`src/hdl/orlb_pkg.sv`:
```
`default_nettype none
package orlb_pkg;

	// Ring geometry and request limit.
	localparam int RING_DEPTH  = 4096;
	localparam int MAX_REQUEST = 64;

	// Derived widths.
	localparam int IDX_W  = $clog2(RING_DEPTH);
	localparam int FILL_W = $clog2(RING_DEPTH + 1);
	localparam int LEN_W  = $clog2(MAX_REQUEST + 1);
	localparam int NUM_W  = (FILL_W > LEN_W) ? FILL_W : LEN_W;

	// Field widths of the item formats.
	localparam int KIND_W = 3;
	localparam int BYTE_W = 8;
	localparam int REQ_W  = 7;
	localparam int CUR_W  = 64;
	localparam int DROP_W = 32;

	// Item kinds.
	typedef enum logic [KIND_W-1:0] {
		KIND_WRITE = 3'd0,
		KIND_READ  = 3'd1,
		KIND_SNAP  = 3'd2,
		KIND_TAIL  = 3'd3,
		KIND_CLEAR = 3'd4
	} orlb_kind_t;

	// Control sequencer states.
	typedef enum logic [2:0] {
		ST_IDLE,
		ST_SNAP_LOW,
		ST_SNAP_HIGH,
		ST_SNAP_LEN,
		ST_SNAP_POS,
		ST_RUN
	} orlb_state_t;

	// One input item.
	typedef struct packed {
		logic [KIND_W-1:0] kind;
		logic [BYTE_W-1:0] data_byte;
		logic              write_last;
		logic [REQ_W-1:0]  request_length;
		logic [CUR_W-1:0]  seek_pos;
	} orlb_in_t;

	// One result item.
	typedef struct packed {
		logic [BYTE_W-1:0] out_byte;
		logic              last;
		logic              empty_res;
		logic [CUR_W-1:0]  first_pos;
		logic [CUR_W-1:0]  resume_pos;
		logic [CUR_W-1:0]  newest_pos;
		logic [FILL_W-1:0] fill_count;
		logic [DROP_W-1:0] overflow_count;
	} orlb_out_t;

	// Step a ring index by one, wrapping at the ring depth.
	function automatic logic [IDX_W-1:0] idx_inc(input logic [IDX_W-1:0] p);
		logic [IDX_W-1:0] r;
		if (p == IDX_W'(RING_DEPTH - 1)) begin
			r = '0;
		end else begin
			r = p + IDX_W'(1);
		end
		return r;
	endfunction

	// Ring index plus a distance of at most the ring depth.
	function automatic logic [IDX_W-1:0] idx_add(input logic [IDX_W-1:0] a,
			input logic [FILL_W-1:0] b);
		logic [IDX_W:0] s;
		s = {1'b0, a} + (IDX_W+1)'(b);
		if (s >= (IDX_W+1)'(RING_DEPTH)) begin
			s = s - (IDX_W+1)'(RING_DEPTH);
		end
		return s[IDX_W-1:0];
	endfunction

	// Ring index minus a distance of at most the ring depth.
	function automatic logic [IDX_W-1:0] idx_sub(input logic [IDX_W-1:0] a,
			input logic [FILL_W-1:0] b);
		logic [IDX_W:0] s;
		s = {1'b0, a} + (IDX_W+1)'(RING_DEPTH) - (IDX_W+1)'(b);
		if (s >= (IDX_W+1)'(RING_DEPTH)) begin
			s = s - (IDX_W+1)'(RING_DEPTH);
		end
		return s[IDX_W-1:0];
	endfunction

endpackage
`default_nettype wire

```
`src/hdl/orlb_fifo.sv`:
```
`default_nettype none
module orlb_fifo (
	input  wire logic                clk,
	input  wire logic                arst_n,
	input  wire logic                push,
	input  wire orlb_pkg::orlb_out_t push_item,
	output      logic                out_valid,
	input  wire logic                out_ready,
	output      orlb_pkg::orlb_out_t out_item,
	output      logic [1:0]          level
);
	import orlb_pkg::*;

	orlb_out_t  ent_q [2];
	logic       wr_q;
	logic       rd_q;
	logic [1:0] cnt_q;
	logic       pop;

	assign out_valid = (cnt_q != 2'd0);
	assign out_item  = ent_q[rd_q];
	assign level     = cnt_q;
	assign pop       = out_valid && out_ready;

	// Pointers and occupancy.
	always_ff @(posedge clk or negedge arst_n) begin
		if (!arst_n) begin
			wr_q  <= 1'b0;
			rd_q  <= 1'b0;
			cnt_q <= 2'd0;
		end else begin
			if (push) begin
				wr_q <= ~wr_q;
			end
			if (pop) begin
				rd_q <= ~rd_q;
			end
			cnt_q <= cnt_q + 2'(push) - 2'(pop);
		end
	end

	// Entry storage.
	always_ff @(posedge clk) begin
		if (push) begin
			ent_q[wr_q] <= push_item;
		end
	end

`ifndef SYNTHESIS
	// The read scheduler must never push into a full buffer that is not draining.
	a_no_overrun: assert property (@(posedge clk) disable iff (!arst_n)
		push && cnt_q == 2'd2 |-> pop)
		else $error("result buffer overrun");
`endif

endmodule
`default_nettype wire

```
`config.mk`:
```
export PLATFORM = sky130hd
export DESIGN_NAME = orlb_fifo
export DESIGN_NICKNAME = d
export VERILOG_FILES = /design/src/hdl/orlb_pkg.sv /design/src/hdl/orlb_fifo.sv
export SDC_FILE = /design/constraint.sdc
export NUM_CORES = 1
export LEC_CHECK = 0
export ABC_AREA = 1
export CORE_ASPECT_RATIO = 0.7
export CORE_UTILIZATION = 50
export DETAILED_ROUTE_END_ITERATION = 10
export DONT_BUFFER_PORTS = 1
export SYNTH_ARGS = -nofsm -noshare
export SYNTH_HDL_FRONTEND = slang
export SYNTH_SLANG_ARGS = --single-unit
export TNS_END_PERCENT = 20
```
`constraint.sdc`:
```
create_clock -name clk -period 14 [get_ports clk]
set_clock_uncertainty 0.1 [all_clocks]
set_input_delay 2.8 -clock clk [delete_from_list [all_inputs] [get_ports clk]]
set_output_delay 2.8 -clock clk [all_outputs]
set_load 0.02 [all_outputs]
```
==> metrics.yaml <==
clock_tree:
  cts_tree: "done"
  cts_resized: 0
  htree_levels: 2
  cts_made_buffers: 46
  clk_latency_ns: 0.54
  cts_hold_buf: 0
  postCtsSetupBuffers: 0
  clock-sinks: 498
  clock_path_buffers: 3
  clock-root-buffer: "clkbuf_16"
  cts.clk_slew.worst_paths_ns: 0.06
die:
  start_util: 0.508
  ios: 501
  core_area_sq_mm: 0.0359
  rows: 58
  dieArea_sq_mm: 0.0373
  dieWidth_um: 230
  dieHeight_um: 162
pwr:
  p_leak_uw: 0.00767
  p_per_area_mw_per_mm2: 231
  p_clk_frac: 0.252
  finalPower_uw: 4590
  combPwrFrac: 0.302
  pwr-share-seq: 0.446
  intPower_uw: 2820
  switching_share: 0.384
  switching_power_uw: 1760
  peakVddDrop_uv: 248
critical_path:
  crit_path_start_kind: "flip-flop"
  cp_top_family: "buffers and inverters"
  slowest_delay_ns: 0.89
  reg2regPathDepth: 4
  crit_top_cell: "nand2_1"
  cp.required_ns: 11.10
  cp_cell_sequence: "inv_8, buf_4, nand2_1, nand2_1"
  arrival_ns: 3.25
  worstPathMaxFanout: 159
  path_class: "flip-flop to output pin"
  cp_num_buf_inv: 2
  cp.depth: 4
  worstSetupEndpointType: "output pin"
  cp_slowest_cell: "buf_4"
route:
  met2_length_um: 19200
  first_iter_violations: 765
  via_count: 9327
  via_per_inst: 5.09
  top_layer: "met4"
  wl_met3_um: 4450
  antenna_left: 0
  met1_length_um: 14100
  wl_per_cell_um: 21.1
  finalWirelength_um: 38700
  drt-pass1-iter-count: 4
  drcViolationCount: 0
global_route:
  grt_pass1_wl_um: 55700
  antenna_found_initial: 0
  grtUsageTotal: 0.200
  grt_overflow: 0
  grt_pass1_vias: 8884
  grt_start_max_net_pins: 160
sta:
  slew_headroom: 0.223
  worstMarginPinSlew_ns: 1.16
  slew_viol_final: 0
  fmax_mhz: 163
  finalHoldViolCount: 0
  fin_ws_ns: 7.85
  fin_crit_ns: 6.15
  fin_setup_tns_ns: 0
  rsz0062_at_grt: "no"
  setup_viol: 0
  fin_crit_sh: 0.439
min_path:
  hold_class: "flip-flop to flip-flop"
  hold-path-cell-count: 1
cells_and_area:
  area_growth_syn_to_layout_pct: 9.06
  nFillCells: 2871
  regArea_sq_mm: 0.0149
  num_antenna_cells: 0
  finalNetCount: 1573
  final_util: 0.554
  multi_input_area_sq_mm: 0.00287
  finalInstanceArea_sq_mm: 0.0199
  drive_gt1_frac: 0.0503
placement:
  dp_hpwl_um: 24400
  pre_cts_slack_ns: 8.17
  gp_congestion: 0.781
  postPlaceCellArea_sq_mm: 0.0185
  io_buffers: 0
status:
  outcome: "completed"
synth:
  synth.ff_latch_count: 498
  synth_area_per_cell_sq_um: 13.8
  synth_seq_area_share: 0.818
  ys_types: 13
  postSynthCellCount: 1319
  ys_warn_count: 0
  syn-num-nets: 1572
  synth_area_sq_mm: 0.0183
run:
  maxCapViolations: 0
## state kept, by name (all words and copies together) (netlist names)
| signal | count |
|---|---|
| wr_q | 1 |
| rd_q | 1 |
| level | 2 |
| ent_q | 494 |
## synthesized netlist by cell type
cell type | instances | share of area
inv_4 | 1 | 0.00034
nand2_1 | 751 | 0.15
buf_8 | 1 | 0.00082
dfrtp_1 | 4 | 0.0055
buf_6 | 16 | 0.0099
xor2_1 | 1 | 0.00048
edfxtp_1 | 494 | 0.81
buf_4 | 13 | 0.0053
buf_2 | 25 | 0.0069
nor2_1 | 1 | 0.00021
ha_1 | 2 | 0.0014
nand3_1 | 2 | 0.00055
inv_1 | 8 | 0.0016
## through the flow
stage / hold slack (ns) / cells
6_report: 0.458 / 1831
5_1_grt: 0.488 / 1831
4_1_cts: 0.457 / 1831
3_5_place_dp: 0.442 / 1752
3_3_place_gp: 0.452 / 1752
2_1_floorplan: 0.381 / 1319
## power groups by stage
stage / combinational (uW) / clock [uW] / sequential, uW
after floorplan: 1160 / 0 / 2130
final: 1390 / 1160 / 2050
after CTS: 1420 / 1190 / 2050
after global placement: 1420 / 0 / 2070
after detailed placement: 1420 / 0 / 2080
after global routing: 1500 / 1240 / 2070
## layout make-up
| cell class | count | area share |
|---|---|---|
| Sequential cell | 498 | 0.750 |
| Multi-Input combinational cell | 757 | 0.144 |
| Clock buffer | 63 | 0.0642 |
| Timing Repair Buffer | 8 | 0.00365 |
| Clock inverter | 16 | 0.00484 |
| Tap cell | 480 | 0.0302 |
| Inverter | 9 | 0.00245 |
## cell usage in the layout (no fill, tap or decap), types with 2 or more instances in the layout
cell,n
clkbuf_16,49
dfrtp_1,3
clkinv_1,9
inv_1,7
nand2_1,751
inv_8,2
clkbuf_1,14
clkinv_2,5
nand3_1,2
ha_1,2
buf_4,7
edfxtp_1,494
## kinds of logic (layout without fill, tap and decap cells)
kind of cell	after synthesis	after routing	synth area share
and+or+nand+nor	754	754	0.155
adders and majority gates	2	2	0.00137
buffers and inverters	64	96	0.0249
xor gates and xnor gates	1	1	0.000480
DFF	498	498	0.818
## worst reg2reg max path: stages, from the launching register on
cell and delay, ns:
dfrtp_1 0.43, nand2_1 0.16, inv_8 0.58, buf_4 1.05, buf_4 0.80
## path summary, 6_finish.rpt
| check | start | end | slack [ns] |
|---|---|---|---|
| max reg2reg | wr_q | ent_q[1][204] | 10.47 |
| min reg2reg | wr_q | wr_q | 0.46 |
| min in group asynchronous | arst_n | level[0] | 1.84 |
| min | wr_q | wr_q | 0.46 |
| max | rd_q | out_item[66] | 7.85 |
| max in group asynchronous | arst_n | rd_q | 11.88 |
## per-layer routing
layer | vias to the layer above | global-route usage
met5 | - | 0
met4 | 0 | 0.0548
met3 | 66 | 0.0959
met2 | 361 | 0.329
met1 | 4451 | 0.236
li1 | 4449 | -
Power figures use the tool's default switching activity.
